`src/rtl/core/rctp_pkg.sv`:
```
// ----------------------------------------------------------------------------
// rctp_pkg
// Shared types and constants of the RGB color text parser: the transfer
// payloads, the character classes and the parser state codes.
// ----------------------------------------------------------------------------
package rctp_pkg;

    localparam int RCTP_QUEUE_DEPTH = 2;

    localparam logic [7:0]  CH_HASH      = 8'h23;
    localparam logic [7:0]  CH_SPACE     = 8'h20;
    localparam logic [7:0]  CH_MINUS     = 8'h2D;
    localparam logic [11:0] MAX_COMP_VAL = 12'd255;
    localparam logic [2:0]  HEX_LONG     = 3'd6;
    localparam logic [2:0]  HEX_SHORT    = 3'd3;
    localparam logic [2:0]  HEX_OVER     = 3'd7;
    localparam logic [1:0]  NUM_COMP     = 2'd3;
    localparam logic [1:0]  LAST_COMP    = 2'd2;

    typedef struct packed {
        logic [7:0] char_code;
        logic       has_char;
        logic       last;
    } t_in;

    typedef struct packed {
        logic       ok;
        logic [7:0] red;
        logic [7:0] green;
        logic [7:0] blue;
    } t_out;

    typedef enum logic [2:0] {
        K_HASH,
        K_SPACE,
        K_MINUS,
        K_DIGIT,
        K_HEXLET,
        K_OTHER
    } t_kind;

    // One classified character as it waits between front and back.
    typedef struct packed {
        t_kind      kind;
        logic [3:0] nib;
        logic       has_char;
        logic       last;
    } t_item;

    typedef enum logic [1:0] {
        M_START,
        M_HEX,
        M_DEC,
        M_FAIL
    } t_mode;

    typedef enum logic [1:0] {
        PH_SKIP,
        PH_MINUS,
        PH_NEGZERO,
        PH_DIGITS
    } t_phase;

endpackage

```
`src/rtl/core/rctp_front.sv`:
```
// ----------------------------------------------------------------------------
// rctp_front
// Input side: takes character transfers and classifies each byte into a
// character kind and a 4-bit digit value for the parser queue.
// ----------------------------------------------------------------------------
module rctp_front (
    input  rctp_pkg::t_in   i_in,
    input  logic            i_in_valid,
    input  logic            i_full,
    output logic            o_in_stall,
    output logic            o_push,
    output rctp_pkg::t_item o_item
);
    import rctp_pkg::*;

    logic [7:0] c;

    assign c          = i_in.char_code;
    assign o_in_stall = i_full;
    assign o_push     = i_in_valid && !i_full;

    always_comb begin
        o_item.has_char = i_in.has_char;
        o_item.last     = i_in.last;
        o_item.nib      = c[3:0];
        if (c == CH_HASH) begin
            o_item.kind = K_HASH;
        end else if (c == CH_SPACE) begin
            o_item.kind = K_SPACE;
        end else if (c == CH_MINUS) begin
            o_item.kind = K_MINUS;
        end else if (c inside {[8'h30:8'h39]}) begin
            o_item.kind = K_DIGIT;
        end else if (c inside {[8'h41:8'h46], [8'h61:8'h66]}) begin
            // Letters a-f and A-F both have 1..6 in the low nibble.
            o_item.kind = K_HEXLET;
            o_item.nib  = c[3:0] + 4'd9;
        end else begin
            o_item.kind = K_OTHER;
        end
    end

endmodule

```
`src/rtl/core/rctp_queue.sv`:
```
// ----------------------------------------------------------------------------
// rctp_queue
// Short first-in first-out queue of classified characters between the
// input side and the parser.
// ----------------------------------------------------------------------------
module rctp_queue #(
    parameter int DEPTH = rctp_pkg::RCTP_QUEUE_DEPTH
) (
    input  logic            i_clk,
    input  logic            i_rst_n,
    input  logic            i_push,
    input  rctp_pkg::t_item i_item,
    input  logic            i_pop,
    output logic            o_full,
    output logic            o_valid,
    output rctp_pkg::t_item o_item
);
    import rctp_pkg::*;

    localparam int AW = (DEPTH > 1) ? $clog2(DEPTH) : 1;
    localparam int CW = $clog2(DEPTH + 1);

    t_item         r_mem [DEPTH];
    logic [AW-1:0] r_wr_ptr;
    logic [AW-1:0] r_rd_ptr;
    logic [CW-1:0] r_count;
    logic [AW-1:0] n_wr_ptr;
    logic [AW-1:0] n_rd_ptr;
    logic [CW-1:0] n_count;

    assign o_full  = (r_count == CW'(DEPTH));
    assign o_valid = (r_count != '0);
    assign o_item  = r_mem[r_rd_ptr];

    always_comb begin
        n_wr_ptr = r_wr_ptr;
        n_rd_ptr = r_rd_ptr;
        n_count  = r_count;
        if (i_push) begin
            n_wr_ptr = (r_wr_ptr == AW'(DEPTH - 1)) ? '0 : r_wr_ptr + 1'b1;
        end
        if (i_pop) begin
            n_rd_ptr = (r_rd_ptr == AW'(DEPTH - 1)) ? '0 : r_rd_ptr + 1'b1;
        end
        if (i_push && !i_pop) begin
            n_count = r_count + 1'b1;
        end else if (!i_push && i_pop) begin
            n_count = r_count - 1'b1;
        end
    end

    always_ff @(posedge i_clk) begin
        if (!i_rst_n) begin
            r_wr_ptr <= '0;
            r_rd_ptr <= '0;
            r_count  <= '0;
        end else begin
            r_wr_ptr <= n_wr_ptr;
            r_rd_ptr <= n_rd_ptr;
            r_count  <= n_count;
        end
    end

    always_ff @(posedge i_clk) begin
        if (i_push) begin
            r_mem[r_wr_ptr] <= i_item;
        end
    end

endmodule

```
`src/rtl/core/rctp_back.sv`:
```
// ----------------------------------------------------------------------------
// rctp_back
// Parser: steps the hex or decimal state machine by one classified character
// a cycle (not a last one while stalled); the output register holds the color.
// ----------------------------------------------------------------------------
module rctp_back (
    input  logic            i_clk,
    input  logic            i_rst_n,
    input  logic            i_q_valid,
    input  rctp_pkg::t_item i_q_item,
    output logic            o_pop,
    output logic            o_out_valid,
    input  logic            i_out_stall,
    output rctp_pkg::t_out  o_out
);
    import rctp_pkg::*;

    typedef struct packed {
        t_phase     phase;
        logic [7:0] val;
        logic       fail;
    } t_start;

    t_mode       r_mode;
    logic [2:0]  r_hcnt;
    logic [23:0] r_nib;
    logic [1:0]  r_cidx;
    t_phase      r_phase;
    logic [7:0]  r_val;
    logic [7:0]  r_store [3];
    logic        r_out_valid;
    t_out        r_out;

    t_mode       s_mode;
    logic [2:0]  s_hcnt;
    logic [23:0] s_nib;
    logic [1:0]  s_cidx;
    t_phase      s_phase;
    logic [7:0]  s_val;
    logic [7:0]  s_store [3];

    t_mode       n_mode;
    logic [2:0]  n_hcnt;
    logic [23:0] n_nib;
    logic [1:0]  n_cidx;
    t_phase      n_phase;
    logic [7:0]  n_val;
    logic [7:0]  n_store [3];
    logic        n_out_valid;
    t_out        res;

    logic        is_digit;
    logic        is_zero;
    logic        is_hex;
    logic [11:0] dec_acc;
    t_start      st;
    logic        take_last;

    // Action for a character at a point where a number may begin.
    function automatic t_start start_char(input t_kind kind, input logic [3:0] nib);
        t_start s;
        s.phase = PH_SKIP;
        s.val   = 8'd0;
        s.fail  = 1'b0;
        case (kind)
            K_SPACE: s.phase = PH_SKIP;
            K_MINUS: s.phase = PH_MINUS;
            K_DIGIT: begin
                s.phase = PH_DIGITS;
                s.val   = {4'd0, nib};
            end
            default: s.fail = 1'b1;
        endcase
        return s;
    endfunction

    // A finished color may only leave when the output register is free.
    assign o_pop = i_q_valid && (!i_q_item.last || !r_out_valid || !i_out_stall);
    assign take_last   = o_pop && i_q_item.last;
    assign o_out_valid = r_out_valid;
    assign o_out       = r_out;

    assign is_digit = (i_q_item.kind == K_DIGIT);
    assign is_zero  = is_digit && (i_q_item.nib == 4'd0);
    assign is_hex   = is_digit || (i_q_item.kind == K_HEXLET);
    assign dec_acc  = {1'b0, r_val, 3'b000} + {3'b000, r_val, 1'b0}
                    + {8'd0, i_q_item.nib};
    assign st       = start_char(i_q_item.kind, i_q_item.nib);

    // Effect of one character on the parse state.
    always_comb begin : step
        s_mode  = r_mode;
        s_hcnt  = r_hcnt;
        s_nib   = r_nib;
        s_cidx  = r_cidx;
        s_phase = r_phase;
        s_val   = r_val;
        s_store = r_store;
        if (o_pop && i_q_item.has_char) begin
            if (r_mode == M_START && i_q_item.kind == K_HASH) begin
                s_mode = M_HEX;
            end else if (r_mode == M_START || r_mode == M_DEC) begin
                s_mode = M_DEC;
                if (r_cidx != NUM_COMP) begin
                    case (r_phase)
                        PH_SKIP: begin
                            s_phase = st.phase;
                            s_val   = st.val;
                            if (st.fail) begin
                                s_mode = M_FAIL;
                            end
                        end
                        PH_MINUS: begin
                            if (is_zero) begin
                                s_phase = PH_NEGZERO;
                            end else begin
                                s_mode = M_FAIL;
                            end
                        end
                        PH_NEGZERO: begin
                            if (is_zero) begin
                                s_phase = PH_NEGZERO;
                            end else if (is_digit) begin
                                s_mode = M_FAIL;
                            end else begin
                                s_store[r_cidx] = 8'd0;
                                s_cidx  = r_cidx + 1'b1;
                                s_phase = PH_SKIP;
                                s_val   = 8'd0;
                                if (r_cidx != LAST_COMP) begin
                                    s_phase = st.phase;
                                    s_val   = st.val;
                                    if (st.fail) begin
                                        s_mode = M_FAIL;
                                    end
                                end
                            end
                        end
                        default: begin
                            if (is_digit) begin
                                if (dec_acc > MAX_COMP_VAL) begin
                                    s_mode = M_FAIL;
                                end else begin
                                    s_val = dec_acc[7:0];
                                end
                            end else begin
                                s_store[r_cidx] = r_val;
                                s_cidx  = r_cidx + 1'b1;
                                s_phase = PH_SKIP;
                                s_val   = 8'd0;
                                if (r_cidx != LAST_COMP) begin
                                    s_phase = st.phase;
                                    s_val   = st.val;
                                    if (st.fail) begin
                                        s_mode = M_FAIL;
                                    end
                                end
                            end
                        end
                    endcase
                end
            end else if (r_mode == M_HEX) begin
                if (!is_hex) begin
                    s_mode = M_FAIL;
                end else if (r_hcnt >= HEX_LONG) begin
                    s_hcnt = HEX_OVER;
                end else begin
                    s_nib  = {r_nib[19:0], i_q_item.nib};
                    s_hcnt = r_hcnt + 1'b1;
                end
            end
        end
    end

    // Next state: the parser starts over after the last character of a text.
    always_comb begin : next_state
        n_mode  = s_mode;
        n_hcnt  = s_hcnt;
        n_nib   = s_nib;
        n_cidx  = s_cidx;
        n_phase = s_phase;
        n_val   = s_val;
        n_store = s_store;
        if (take_last) begin
            n_mode     = M_START;
            n_hcnt     = 3'd0;
            n_nib      = 24'd0;
            n_cidx     = 2'd0;
            n_phase    = PH_SKIP;
            n_val      = 8'd0;
            n_store[0] = 8'd0;
            n_store[1] = 8'd0;
            n_store[2] = 8'd0;
        end
        n_out_valid = take_last || (r_out_valid && i_out_stall);
    end

    // Result of the text that ends with the current character.
    always_comb begin : outputs
        res = '0;
        case (s_mode)
            M_HEX: begin
                if (s_hcnt == HEX_LONG) begin
                    res = '{ok: 1'b1, red: s_nib[23:16], green: s_nib[15:8],
                             blue: s_nib[7:0]};
                end else if (s_hcnt == HEX_SHORT) begin
                    res = '{ok: 1'b1, red: {2{s_nib[11:8]}},
                             green: {2{s_nib[7:4]}}, blue: {2{s_nib[3:0]}}};
                end
            end
            M_DEC: begin
                if (s_cidx == LAST_COMP &&
                    (s_phase == PH_DIGITS || s_phase == PH_NEGZERO)) begin
                    res = '{ok: 1'b1, red: s_store[0], green: s_store[1],
                             blue: (s_phase == PH_NEGZERO) ? 8'd0 : s_val};
                end else if (s_cidx == NUM_COMP) begin
                    res = '{ok: 1'b1, red: s_store[0], green: s_store[1],
                             blue: s_store[2]};
                end
            end
            default: res = '0;
        endcase
    end

    always_ff @(posedge i_clk) begin
        if (!i_rst_n) begin
            r_mode      <= M_START;
            r_hcnt      <= 3'd0;
            r_nib       <= 24'd0;
            r_cidx      <= 2'd0;
            r_phase     <= PH_SKIP;
            r_val       <= 8'd0;
            r_store[0]  <= 8'd0;
            r_store[1]  <= 8'd0;
            r_store[2]  <= 8'd0;
            r_out_valid <= 1'b0;
        end else begin
            r_mode      <= n_mode;
            r_hcnt      <= n_hcnt;
            r_nib       <= n_nib;
            r_cidx      <= n_cidx;
            r_phase     <= n_phase;
            r_val       <= n_val;
            r_store     <= n_store;
            r_out_valid <= n_out_valid;
        end
    end

    always_ff @(posedge i_clk) begin
        if (take_last) begin
            r_out <= res;
        end
    end

`ifndef ASSERT_OFF
    a_reset_after_text: assert property (@(posedge i_clk) disable iff (!i_rst_n)
        take_last |=> (r_mode == M_START && r_hcnt == 3'd0 && r_cidx == 2'd0))
        else $error("parser state not cleared after end of text");

    a_fail_zero_color: assert property (@(posedge i_clk) disable iff (!i_rst_n)
        (r_out_valid && !r_out.ok) |->
            (r_out.red == 8'd0 && r_out.green == 8'd0 && r_out.blue == 8'd0))
        else $error("failed parse carries a nonzero color");

    a_done_skips: assert property (@(posedge i_clk) disable iff (!i_rst_n)
        (r_cidx == NUM_COMP) |-> (r_phase == PH_SKIP && r_mode != M_HEX))
        else $error("number phase active after the third component");

    a_no_overwrite: assert property (@(posedge i_clk) disable iff (!i_rst_n)
        (r_out_valid && i_out_stall) |-> !take_last)
        else $error("result register overwritten while stalled");
`endif

endmodule

```
`src/rtl/core/rgb_color_text_parser.sv`:
```
// ----------------------------------------------------------------------------
// rgb_color_text_parser
// Parses an RGB color text, "#RGB", "#RRGGBB" or three decimal numbers,
// one character per transfer, and gives one color result per text.
// ----------------------------------------------------------------------------
// Usage:
//   Input channel (i_in_valid / o_in_stall / i_in) carries one character per
//   transfer; has_char = 0 carries no character, last = 1 ends the text.
//   Output channel (o_out_valid / i_out_stall / o_out) carries one result
//   per text: ok and the red, green and blue bytes, all zero when ok = 0.
//   Throughput: one character per cycle; the parser state machine takes one
//   queued character each cycle unless it is a last character held by a stall.
//   Result path: the text's last character is written into the queue, and the
//   parser loads the result into the output register when it takes that
//   character from the queue.
//   A queue of QUEUE_DEPTH classified characters sits between the input
//   classifier and the parser; o_in_stall rises only when it is full.
//   When the receiver stalls, the result holds in the output register and
//   the parser keeps consuming characters until it reaches the next last
//   character, which then waits in the queue.
//   Reset (synchronous, active low) empties the queue, drops any held result
//   and returns the parser to the start of a text.
// ----------------------------------------------------------------------------
module rgb_color_text_parser #(
    parameter int QUEUE_DEPTH = rctp_pkg::RCTP_QUEUE_DEPTH
) (
    input  logic           i_clk,
    input  logic           i_rst_n,
    input  logic           i_in_valid,
    output logic           o_in_stall,
    input  rctp_pkg::t_in  i_in,
    output logic           o_out_valid,
    input  logic           i_out_stall,
    output rctp_pkg::t_out o_out
);
    import rctp_pkg::*;

    logic  push;
    logic  pop;
    logic  full;
    logic  q_valid;
    t_item front_item;
    t_item q_item;

    rctp_front u_front (
        .i_in       (i_in),
        .i_in_valid (i_in_valid),
        .i_full     (full),
        .o_in_stall (o_in_stall),
        .o_push     (push),
        .o_item     (front_item)
    );

    rctp_queue #(
        .DEPTH (QUEUE_DEPTH)
    ) u_queue (
        .i_clk   (i_clk),
        .i_rst_n (i_rst_n),
        .i_push  (push),
        .i_item  (front_item),
        .i_pop   (pop),
        .o_full  (full),
        .o_valid (q_valid),
        .o_item  (q_item)
    );

    rctp_back u_back (
        .i_clk       (i_clk),
        .i_rst_n     (i_rst_n),
        .i_q_valid   (q_valid),
        .i_q_item    (q_item),
        .o_pop       (pop),
        .o_out_valid (o_out_valid),
        .i_out_stall (i_out_stall),
        .o_out       (o_out)
    );

endmodule

```
`config.mk`:
```
export PLATFORM = sky130hd
export DESIGN_NAME = rgb_color_text_parser
export DESIGN_NICKNAME = d
export VERILOG_FILES = /design/src/rtl/core/rctp_pkg.sv /design/src/rtl/core/rctp_front.sv /design/src/rtl/core/rctp_queue.sv /design/src/rtl/core/rctp_back.sv /design/src/rtl/core/rgb_color_text_parser.sv
export SDC_FILE = /design/constraint.sdc
export NUM_CORES = 1
export LEC_CHECK = 0
export BUFFER_PORTS_ARGS = -buffer_cell sky130_fd_sc_hd__clkbuf_2
export CAP_MARGIN = 30
export CORE_AREA = 2 2 109 111
export CTS_CLUSTER_DIAMETER = 30
export DETAILED_ROUTE_END_ITERATION = 10
export DIE_AREA = 0 0 111 113
export GPL_TIMING_DRIVEN = 0
export PLACE_DENSITY_LB_ADDON = 0.25
export RECOVER_POWER = 100
export SLEW_MARGIN = 20
export SYNTH_ARGS = -nofsm -noshare
export SYNTH_HDL_FRONTEND = slang
export SYNTH_SLANG_ARGS = --single-unit
```
`constraint.sdc`:
```
create_clock -name i_clk -period 6.32 [get_ports i_clk]
set_input_delay 1.896 -clock i_clk [delete_from_list [all_inputs] [get_ports i_clk]]
set_output_delay 1.896 -clock i_clk [all_outputs]
set_load 0.05 [all_outputs]
```
==> impl_metrics.tcl, run 1 <==
set metrics [dict create \
    cts_inserted_buffers 17 \
    peakVddDrop_mv 0.260 \
    ctsResizeCount 0 \
    ys_seq_area_share_pct 44.5 \
    root_buffer "clkbuf_16" \
    fin_area_um2 6950 \
    antenna_found_initial 0 \
    rows 39 \
    drtIter0Drc 536 \
    hold_path.class "register to register" \
    rsz0062_at_grt "no" \
    finalSetupViolCount 0 \
    die_y_um 113 \
    hold_viol_final 0 \
    yosys.area.top_type_share_pct 23.3 \
    cap_violations 0 \
    yosys-top-cells-count "dfxtp_1, nor2_1, nand2_1" \
    relSlewSlack_pct 10.6 \
    first_pass_iters 5 \
    powerDensity_nw_per_um2 359 \
    vias 4896 \
    grt_max_degree 26 \
    synth.distinct_cells 77 \
    cts_max_level 4 \
    grt_pass1_wl_um 24100 \
    use_met2_pct 38.5 \
    nets 722 \
    area.growth.synth_to_final_pct 14.0 \
    initial_utilization_pct 54.1 \
    synth_area_leaders "dfxtp_1, edfxtp_1, mux2i_1" \
    synth.most_common_cell "dfxtp_1" \
    synth_area_leader_cell "dfxtp_1" \
    fin_crit_sh_pct 90.2 \
    die-area_um2 12500 \
    grt_pass1_vias 4730 \
    clockBufferDepth 2 \
    cts_tree "yes" \
    place.gp.congestion 0.922 \
    cts_setup_buffers 0 \
    crit_path_end_kind "register" \
    syn_nets 663 \
    holdPathStages 2 \
    clock_latency_ns 0.41 \
    clock_skew_ns 0.00599 \
    worstPathMaxFanout 10 \
    ant_nets 0 \
    drive_gt1_share_pct 9.42 \
    async_reset_ff_share_pct 0 \
    wl_per_cell_um 17.8 \
    ys_warn_count 0 \
    tightestPinTransition_ns 1.33 \
    worstSetupPathType "register to register" \
    status "finished, final reports clean" \
    cp.arrival_ns 5.93 \
    grtUsageMet1_pct 32.9 \
    clock-sinks 114 \
    top_usage_layer "met2" \
    leakagePower_uw 0.00264 \
    gr-usage-met3_pct 5.46 \
    post_dp_cell_area_um2 6470 \
    synth_area_um2 6090 \
    grt_usage_pct 24.3 \
    wl_um 14800 \
    required_ns 6.55 \
    vias_per_cell 5.88 \
    drc_errors 0 \
    synth_seq_cells 114 \
    synth_edf_count 43 \
    timing.final.crit_period_ns 5.70 \
    dieWidth_um 111 \
    finalSetupTns_ns 0 \
    fmax_mhz 175 \
    syn_inst 618 \
    hpwlAfterDp_um 10900 \
    ys.flop_type "dfxtp_1" \
    port_buffers 39 \
    overflow 0 \
    core_area_um2 11300 \
    cp-start-kind "register" \
    cts.clk_slew.worst_paths_ns 0.06 \
    boundaryPins 41 \
    diodes 0 \
    maxSlewViolCount 0 \
    r2r_cells 20 \
    syn_avg_cell_area_um2 9.86 \
    ctsHoldBuffers 0 \
]
[through the flow]
| stage | hold slack, ns | setup slack [ns] | power, uW | util, % | instances |
|---|---|---|---|---|---|
| floorplan | 0.442 | 2.04 | 1430 | - | 618 |
| global route | 0.520 | 0.305 | 2610 | 61.6 | 833 |
| CTS | 0.496 | 0.908 | 2530 | 62.6 | 832 |
| finish | 0.498 | 0.622 | 2500 | 61.6 | 833 |
| detailed placement | 0.472 | 0.949 | 1600 | 57.4 | 800 |
| global placement | 0.461 | 0.969 | 1580 | 57.4 | 800 |
[layer usage]
layer  vias to the layer above  share of wire [%]
met5                         -                  0
met1                      2286                 44
met3                        40                8.1
li1                       2383                  -
met4                         0                2.5
met2                       187                 45
[critical path, cell delays in order, from the launching register on]
cell and delay (ns):
dfxtp_1 0.30, buf_2 0.23, buf_4 0.22, mux2i_1 0.61
inv_1 0.17, ha_1 0.33, ha_1 0.24, fa_1 0.42
a21o_1 0.19, nand4_1 0.15, and4bb_1 0.33, o21ai_0 0.15
nand3_1 0.14, a21o_1 0.18, ha_1 0.26, clkbuf_1 0.25
nand2b_1 0.21, a21oi_1 0.33, clkbuf_1 0.45, inv_1 0.18
o22ai_1 0.20
[power by group]
| group | total, uW | switching, uW | internal [uW] |
|---|---|---|---|
| combinational | 674 | 501 | 173 |
| sequential | 890 | 33.7 | 856 |
| clock | 932 | 353 | 579 |
[cell families after synthesis]
group,count (synthesis),share of synthesized area [%]
AO/OA/AOI/OAI,139,16.1
multiplexers,50,9.26
flip-flops,114,44.5
AND/OR/NAND/NOR,225,18.9
adder cells (fa/ha/maj),31,6.61
buffers and inverters,50,3.35
XOR/XNOR,9,1.29
[flip-flops by register name, summed over array words and instances, names as in the netlist, named ones only]
signal              cells
u_back.o_out           25
u_back.o_out_valid      1
u_back.r_phase          2
u_back.r_nib           24
u_back.r_store         24
u_queue.r_mem          18
u_back.r_hcnt           3
u_back.r_val            8
u_queue.r_wr_ptr        1
u_queue.r_count         2
u_queue.r_rd_ptr        1
u_back.r_mode           2
u_back.r_cidx           2
[cells in the final DEF, fill, tap and decap left out, drive strengths merged, types with 22 or more instances in the layout]
master and instances:
edfxtp 43, a21oi 37, nand2 57, o21ai 23
nor2b 22, inv 29, ha 29, dfxtp 71
mux2i 41, nor2 67, clkbuf 80
[area by class of cell]
cell class / count / area (um2)
fill: 964 / 4330
clock inverter: 13 / 124
sequential: 114 / 2710
tap: 143 / 179
inverter: 25 / 93.8
timing repair buffer: 40 / 161
buffer: 25 / 103
multi-input combinational: 454 / 3110
clock buffer: 19 / 464
[worst paths after layout]
| path | endpoint | startpoint | slack, ns |
|---|---|---|---|
| worst max-delay path | u_back.o_out[11] | register | 0.62 |
| worst min-delay path | u_back.r_nib[15] | u_back.r_nib[15] | 0.50 |
| worst max register to register | u_back.o_out[11] | register | 0.62 |
| worst min register to register | u_back.r_nib[15] | u_back.r_nib[15] | 0.50 |
Power figures use the tool's default switching activity.
==> run 2, diff against run 1 <==
--- a/config.mk
+++ b/config.mk
@@ -7,14 +7,15 @@
 export LEC_CHECK = 0
 export BUFFER_PORTS_ARGS = -buffer_cell sky130_fd_sc_hd__clkbuf_2
 export CAP_MARGIN = 30
-export CORE_AREA = 2 2 109 111
+export CORE_AREA = 2 2 112 114
 export CTS_CLUSTER_DIAMETER = 30
 export DETAILED_ROUTE_END_ITERATION = 10
-export DIE_AREA = 0 0 111 113
+export DIE_AREA = 0 0 114 116
 export GPL_TIMING_DRIVEN = 0
-export PLACE_DENSITY_LB_ADDON = 0.25
+export PLACE_DENSITY = 0.73
 export RECOVER_POWER = 100
 export SLEW_MARGIN = 20
 export SYNTH_ARGS = -nofsm -noshare
 export SYNTH_HDL_FRONTEND = slang
+export SYNTH_HIERARCHICAL = 1
 export SYNTH_SLANG_ARGS = --single-unit
==> impl_metrics.tcl, run 2 <==
set metrics [dict create \
    dp.cells 878 \
    yosys.area.top_type_share_pct 21.9 \
    drc_errors 0 \
    largest_reg_flops 25 \
    top_usage_layer "met2" \
    root_buffer "clkbuf_16" \
    vias_per_cell 6.47 \
    synth_compound_area_share_pct 20.6 \
    ys.flop_type "dfxtp_1" \
    cts_tree "yes" \
    diodes 0 \
    synth_area_leader_cell "dfxtp_1" \
    ctsHoldBuffers 0 \
    peakVddDrop_mv 0.319 \
    cp-start-kind "register" \
    synth.most_common_cell "nor2_1" \
    relSlewSlack_pct 31.7 \
    syn_nets 737 \
    rsz0062_at_grt "no" \
    r2r_cells 17 \
    port_buffers 36 \
    ys_seq_area_share_pct 41.9 \
    cp_num_buf_inv 3 \
    powerDensity_nw_per_um2 357 \
    grt_pass1_vias 5440 \
    tightestPinTransition_ns 1.02 \
    dieWidth_um 114 \
    ant_nets 0 \
    clock_skew_ns 0.00770 \
    status "finished, final reports clean" \
    cts_setup_buffers 0 \
    worstPathMaxFanout 10 \
    leakagePower_uw 0.00259 \
    syn_avg_cell_area_um2 9.34 \
    yosys-top-cells-count "nor2_1, dfxtp_1, nand2_1" \
    crit_path_end_kind "register" \
    drtIter0Drc 576 \
    ys_warn_count 6 \
    nets 793 \
    cp_slowest_cell "nor4_1" \
    clock_latency_ns 0.42 \
    synth_top_family_by_area "compound AO/OA/AOI/OAI gates" \
    holdPathStages 2 \
    drive_gt1_share_pct 9.57 \
    required_ns 6.56 \
    synth-simple-area-share_pct 19.0 \
    post_dp_cell_area_um2 6860 \
    cts_max_level 4 \
    area.growth.synth_to_final_pct 14.6 \
    synth_seq_cells 114 \
    grtUsageMet1_pct 35.9 \
    die_y_um 116 \
    clock-sinks 114 \
    cp_cell_sequence "buf_2 > mux2_2 > fa_1 > fa_1 > a211o_1 > a211oi_1 > or3_1 > o211ai_1 > nor4_1 > a211o_1 > and2_0 > ha_1 > and2_1 > clkbuf_1 > clkbuf_1 > o221ai_1 > a21oi_1" \
    hpwlAfterDp_um 12500 \
    yosys.area_share.adder_pct 5.83 \
    cp.arrival_ns 6.18 \
    initial_utilization_pct 54.4 \
    synth.distinct_cells 80 \
    synth_edf_count 43 \
    layout_common_cells "nor2_1, dfxtp_1, clkbuf_1" \
    cts_inserted_buffers 17 \
    final_common_cell "nor2_1" \
    finalSetupViolCount 0 \
    grt_pass1_wl_um 27900 \
    cap_violations 0 \
    clockBufferDepth 2 \
    rows 40 \
    synth.mux.area_fraction_pct 7.14 \
    syn_inst 694 \
    cp.depth 17 \
    crit_family "compound AO/OA/AOI/OAI gates" \
    timing.final.crit_period_ns 5.94 \
    cts.clk_slew.worst_paths_ns 0.06 \
    core_area_um2 11900 \
    die-area_um2 13200 \
    async_reset_ff_share_pct 0 \
    antenna_found_initial 0 \
    place.gp.congestion 0.925 \
    gr-usage-met3_pct 6.96 \
    hold_path.class "register to register" \
    synth_area_um2 6480 \
    fin_crit_sh_pct 94.0 \
    fin_area_um2 7420 \
    wl_per_cell_um 19.4 \
    worstSetupPathType "register to register" \
    synth_area_leaders "dfxtp_1, edfxtp_1, ha_1" \
    num-fill-cells 1030 \
    fmax_mhz 168 \
    finalSetupTns_ns 0 \
    power_uw 2650 \
    maxSlewViolCount 0 \
    slowest_delay_ns 0.65 \
    first_pass_iters 6 \
    overflow 0 \
    whs_ns 0.472 \
    grt_usage_pct 27.5 \
    vias 5887 \
    boundaryPins 41 \
    synth_xor_area_share_pct 1.22 \
    hold_viol_final 0 \
    wl_um 17600 \
    instances_no_fill 910 \
    grt_max_degree 20 \
    use_met2_pct 44.3 \
]
[run 2: layout make-up]
class | count | area, um2 | area share [%]
buffer | 46 | 204 | 2.75
timing repair buffer | 37 | 148 | 1.99
clock inverter | 13 | 183 | 2.46
inverter | 20 | 75.1 | 1.01
clock buffer | 19 | 433 | 5.83
tap | 147 | 184 | 2.48
sequential | 114 | 2710 | 36.5
multi-input combinational | 514 | 3490 | 46.9
[run 2: kinds of logic (layout without fill, tap and decap cells)]
kind of cell	count (synthesis)	count (layout)
AO/OA/AOI/OAI	192	192
AND/OR/NAND/NOR	244	244
XOR/XNOR	9	9
buffers and inverters	66	135
flip-flops	114	114
adder cells (fa/ha/maj)	29	29
multiplexers	40	40
[run 2: where the power goes]
group          total, uW  internal (uW)  switching, uW
clock network       1010            660            346
registers            890            857           32.9
logic                755            175            580
[run 2: path summary, 6_finish.rpt]
check,endpoint,slack (ns),startpoint
max,u_back/o_out[11],0.38,register
min,u_back/r_nib[14],0.47,u_back/r_nib[14]
max reg2reg,u_back/o_out[11],0.38,register
min reg2reg,u_back/r_nib[14],0.47,u_back/r_nib[14]
[run 2: worst reg2reg max path: stages, from the launching register on]
cell	delay [ns]
dfxtp_1	0.30
buf_2	0.23
mux2_2	0.46
fa_1	0.56
fa_1	0.50
a211o_1	0.32
a211oi_1	0.34
or3_1	0.20
o211ai_1	0.18
nor4_1	0.65
a211o_1	0.28
and2_0	0.15
ha_1	0.24
and2_1	0.15
clkbuf_1	0.31
clkbuf_1	0.44
o221ai_1	0.21
a21oi_1	0.24
[run 2: timing repair]
action / CTS / global route
endpoints found under the hold margin: 0 / 0
gates resized for setup: 0 / 1
setup endpoints to repair: 0 / 1
[run 2: layer usage]
metal	share of wire (%)	vias up
met4	2.0	0
met3	8.7	34
li1	-	2728
met5	0	-
met1	42	2835
met2	47	290
[run 2: stage by stage]
| stage | setup slack [ns] | util, % |
|---|---|---|
| CTS | 0.418 | 62.8 |
| global route | 0.0971 | 62.3 |
| floorplan | 1.46 | - |
| detailed placement | 0.461 | 57.6 |
| finish | 0.381 | 62.3 |
| global placement | 0.514 | 57.5 |
==> run 3, diff against run 2 <==
--- a/config.mk
+++ b/config.mk
@@ -6,16 +6,15 @@
 export NUM_CORES = 1
 export LEC_CHECK = 0
 export BUFFER_PORTS_ARGS = -buffer_cell sky130_fd_sc_hd__clkbuf_2
-export CAP_MARGIN = 30
-export CORE_AREA = 2 2 112 114
+export CAP_MARGIN = 20
+export CORE_AREA = 2 2 109 111
 export CTS_CLUSTER_DIAMETER = 30
 export DETAILED_ROUTE_END_ITERATION = 10
-export DIE_AREA = 0 0 114 116
+export DIE_AREA = 0 0 111 113
 export GPL_TIMING_DRIVEN = 0
 export PLACE_DENSITY = 0.73
 export RECOVER_POWER = 100
 export SLEW_MARGIN = 20
 export SYNTH_ARGS = -nofsm -noshare
 export SYNTH_HDL_FRONTEND = slang
-export SYNTH_HIERARCHICAL = 1
 export SYNTH_SLANG_ARGS = --single-unit
==> impl_metrics.tcl, run 3 (synthesis gave the netlist of run 1 again) <==
set metrics [dict create \
    peakVddDrop_mv 0.284 \
    overflow 0 \
    cts_inserted_buffers 17 \
    grt_pass1_vias 4722 \
    nets 721 \
    vias_per_cell 6.03 \
    r2r_slack_ns 0.57 \
    place.gp.congestion 0.900 \
    hold_path.class "register to register" \
    cts.clk_slew.worst_paths_ns 0.06 \
    cts_tree "yes" \
    cts_setup_buffers 0 \
    post_dp_cell_area_um2 6470 \
    finalSetupViolCount 0 \
    hpwlAfterDp_um 11000 \
    initial_utilization_pct 54.1 \
    root_buffer "clkbuf_16" \
    hold_viol_final 0 \
    grt_max_degree 26 \
    die_y_um 113 \
    r2r_cells 18 \
    dieWidth_um 111 \
    largest_reg_flops 25 \
    grt_pass1_wl_um 24000 \
    first_pass_iters 5 \
    drtIter0Drc 663 \
    wl_per_cell_um 17.9 \
    fmax_mhz 174 \
    die-area_um2 12500 \
    min-delay-start "u_back.r_nib[13]" \
    final_common_cell "dfxtp_1" \
    clock-sinks 114 \
    timing.final.crit_period_ns 5.75 \
    rows 39 \
    diodes 0 \
    port_buffers 39 \
    tightestPinTransition_ns 1.40 \
    cts_max_level 4 \
    crit_path_end_kind "register" \
    relSlewSlack_pct 5.63 \
    holdPathStages 2 \
    drc_errors 0 \
    ctsHoldBuffers 0 \
    fin_util_pct 61.9 \
    core_area_um2 11300 \
    worstPathMaxFanout 10 \
    ctsResizeCount 0 \
    powerDensity_nw_per_um2 366 \
    cap_violations 0 \
    layout_common_cells "dfxtp_1, nor2_1, nand2_1" \
    required_ns 6.55 \
    ant_nets 0 \
    drive_gt1_share_pct 9.58 \
    wl_um 14900 \
    cp-start-kind "register" \
    num-fill-cells 950 \
    area.growth.synth_to_final_pct 14.5 \
    whs_endpoint "u_back.r_nib[13]" \
    status "finished, final reports clean" \
    grt_usage_pct 24.1 \
    fin_area_um2 6980 \
    cp.arrival_ns 5.98 \
    vias 5016 \
    fin_crit_sh_pct 90.9 \
    whs_ns 0.476 \
    rsz0062_at_grt "no" \
    antenna_found_initial 0 \
    clock_skew_ns 0.00877 \
    r2r_end "u_back.o_out[10]" \
    clockBufferDepth 2 \
    leakagePower_uw 0.00266 \
    maxSlewViolCount 0 \
    clock_latency_ns 0.41 \
    finalSetupTns_ns 0 \
    boundaryPins 41 \
    worstSetupPathType "register to register" \
    power_uw 2550 \
]
==> run 3: changes by cell type in the layout (fill, tap and decap cells not counted), sizes merged, moves of 9 or more <==
cell,change
nor2,-10
nor2b,+17
o22ai,-10
clkbuf,-16
nand3,-15
nand2,+10
mux2i,+15
o221ai,-15
a31oi,-9
==> run 3: cell type report <==
class                   instances  area, um2  area share, %
flip-flops and latches        114       2710           38.9
plain buffers                  25        103           1.47
multi-input cells             454       3110           44.6
clock inverters                12        140           2.01
clock buffers                  20        479           6.87
well taps                     143        179           2.56
inverters                      25       93.8           1.34
repair buffers                 39        158           2.26
==> run 3: how the worst max path moves through the flow <==
stage | from | to | slack (ns) | depth (start not counted)
global placement | register | u_back.o_out[13] | 0.97 | 18
finish | register | u_back.o_out[10] | 0.57 | 18
detailed placement | register | u_back.o_out[12] | 0.89 | 18
CTS | register | u_back.o_out[12] | 0.80 | 18
floorplan | register | u_back.o_out[3] | 2.04 | 19
global route | register | u_back.o_out[9] | 0.37 | 18
==> run 3: layer usage <==
| layer | GRT usage, % | vias to the layer above | routed length (um) |
|---|---|---|---|
| li1 | - | 2375 | - |
| met1 | 32.9 | 2402 | 6570 |
| met2 | 39.3 | 213 | 7070 |
| met3 | 5.03 | 26 | 1010 |
| met4 | 6.33 | 0 | 212 |
| met5 | 0 | - | 0 |
==> run 3: metrics by stage <==
stage	worst slack (ns)	cells
6_report	0.574	832
3_3_place_gp	0.972	800
4_1_cts	0.804	832
3_5_place_dp	0.894	800
5_1_grt	0.367	832
2_1_floorplan	2.04	618
==> run 3: worst max-delay path, cell delays in order (launching register included) <==
cell and delay (ns):
dfxtp_1 0.30, buf_2 0.23, mux2i_1 0.62, inv_1 0.19, fa_1 0.57, ha_1 0.34, a211oi_1 0.22, o21bai_1 0.17
a2111oi_4 0.46, o21ai_0 0.19, nand3_1 0.14, a21o_1 0.18, ha_1 0.26, clkbuf_1 0.25, nand2b_1 0.21, a21oi_1 0.29
clkbuf_1 0.51, inv_1 0.20, o22ai_1 0.22
==> run 3: power by group <==
| part | internal (uW) | total (uW) | switching [uW] |
|---|---|---|---|
| Combinational | 173 | 675 | 502 |
| Sequential | 856 | 889 | 33.1 |
| Clock | 634 | 988 | 355 |
| Total | 1660 | 2550 | 890 |
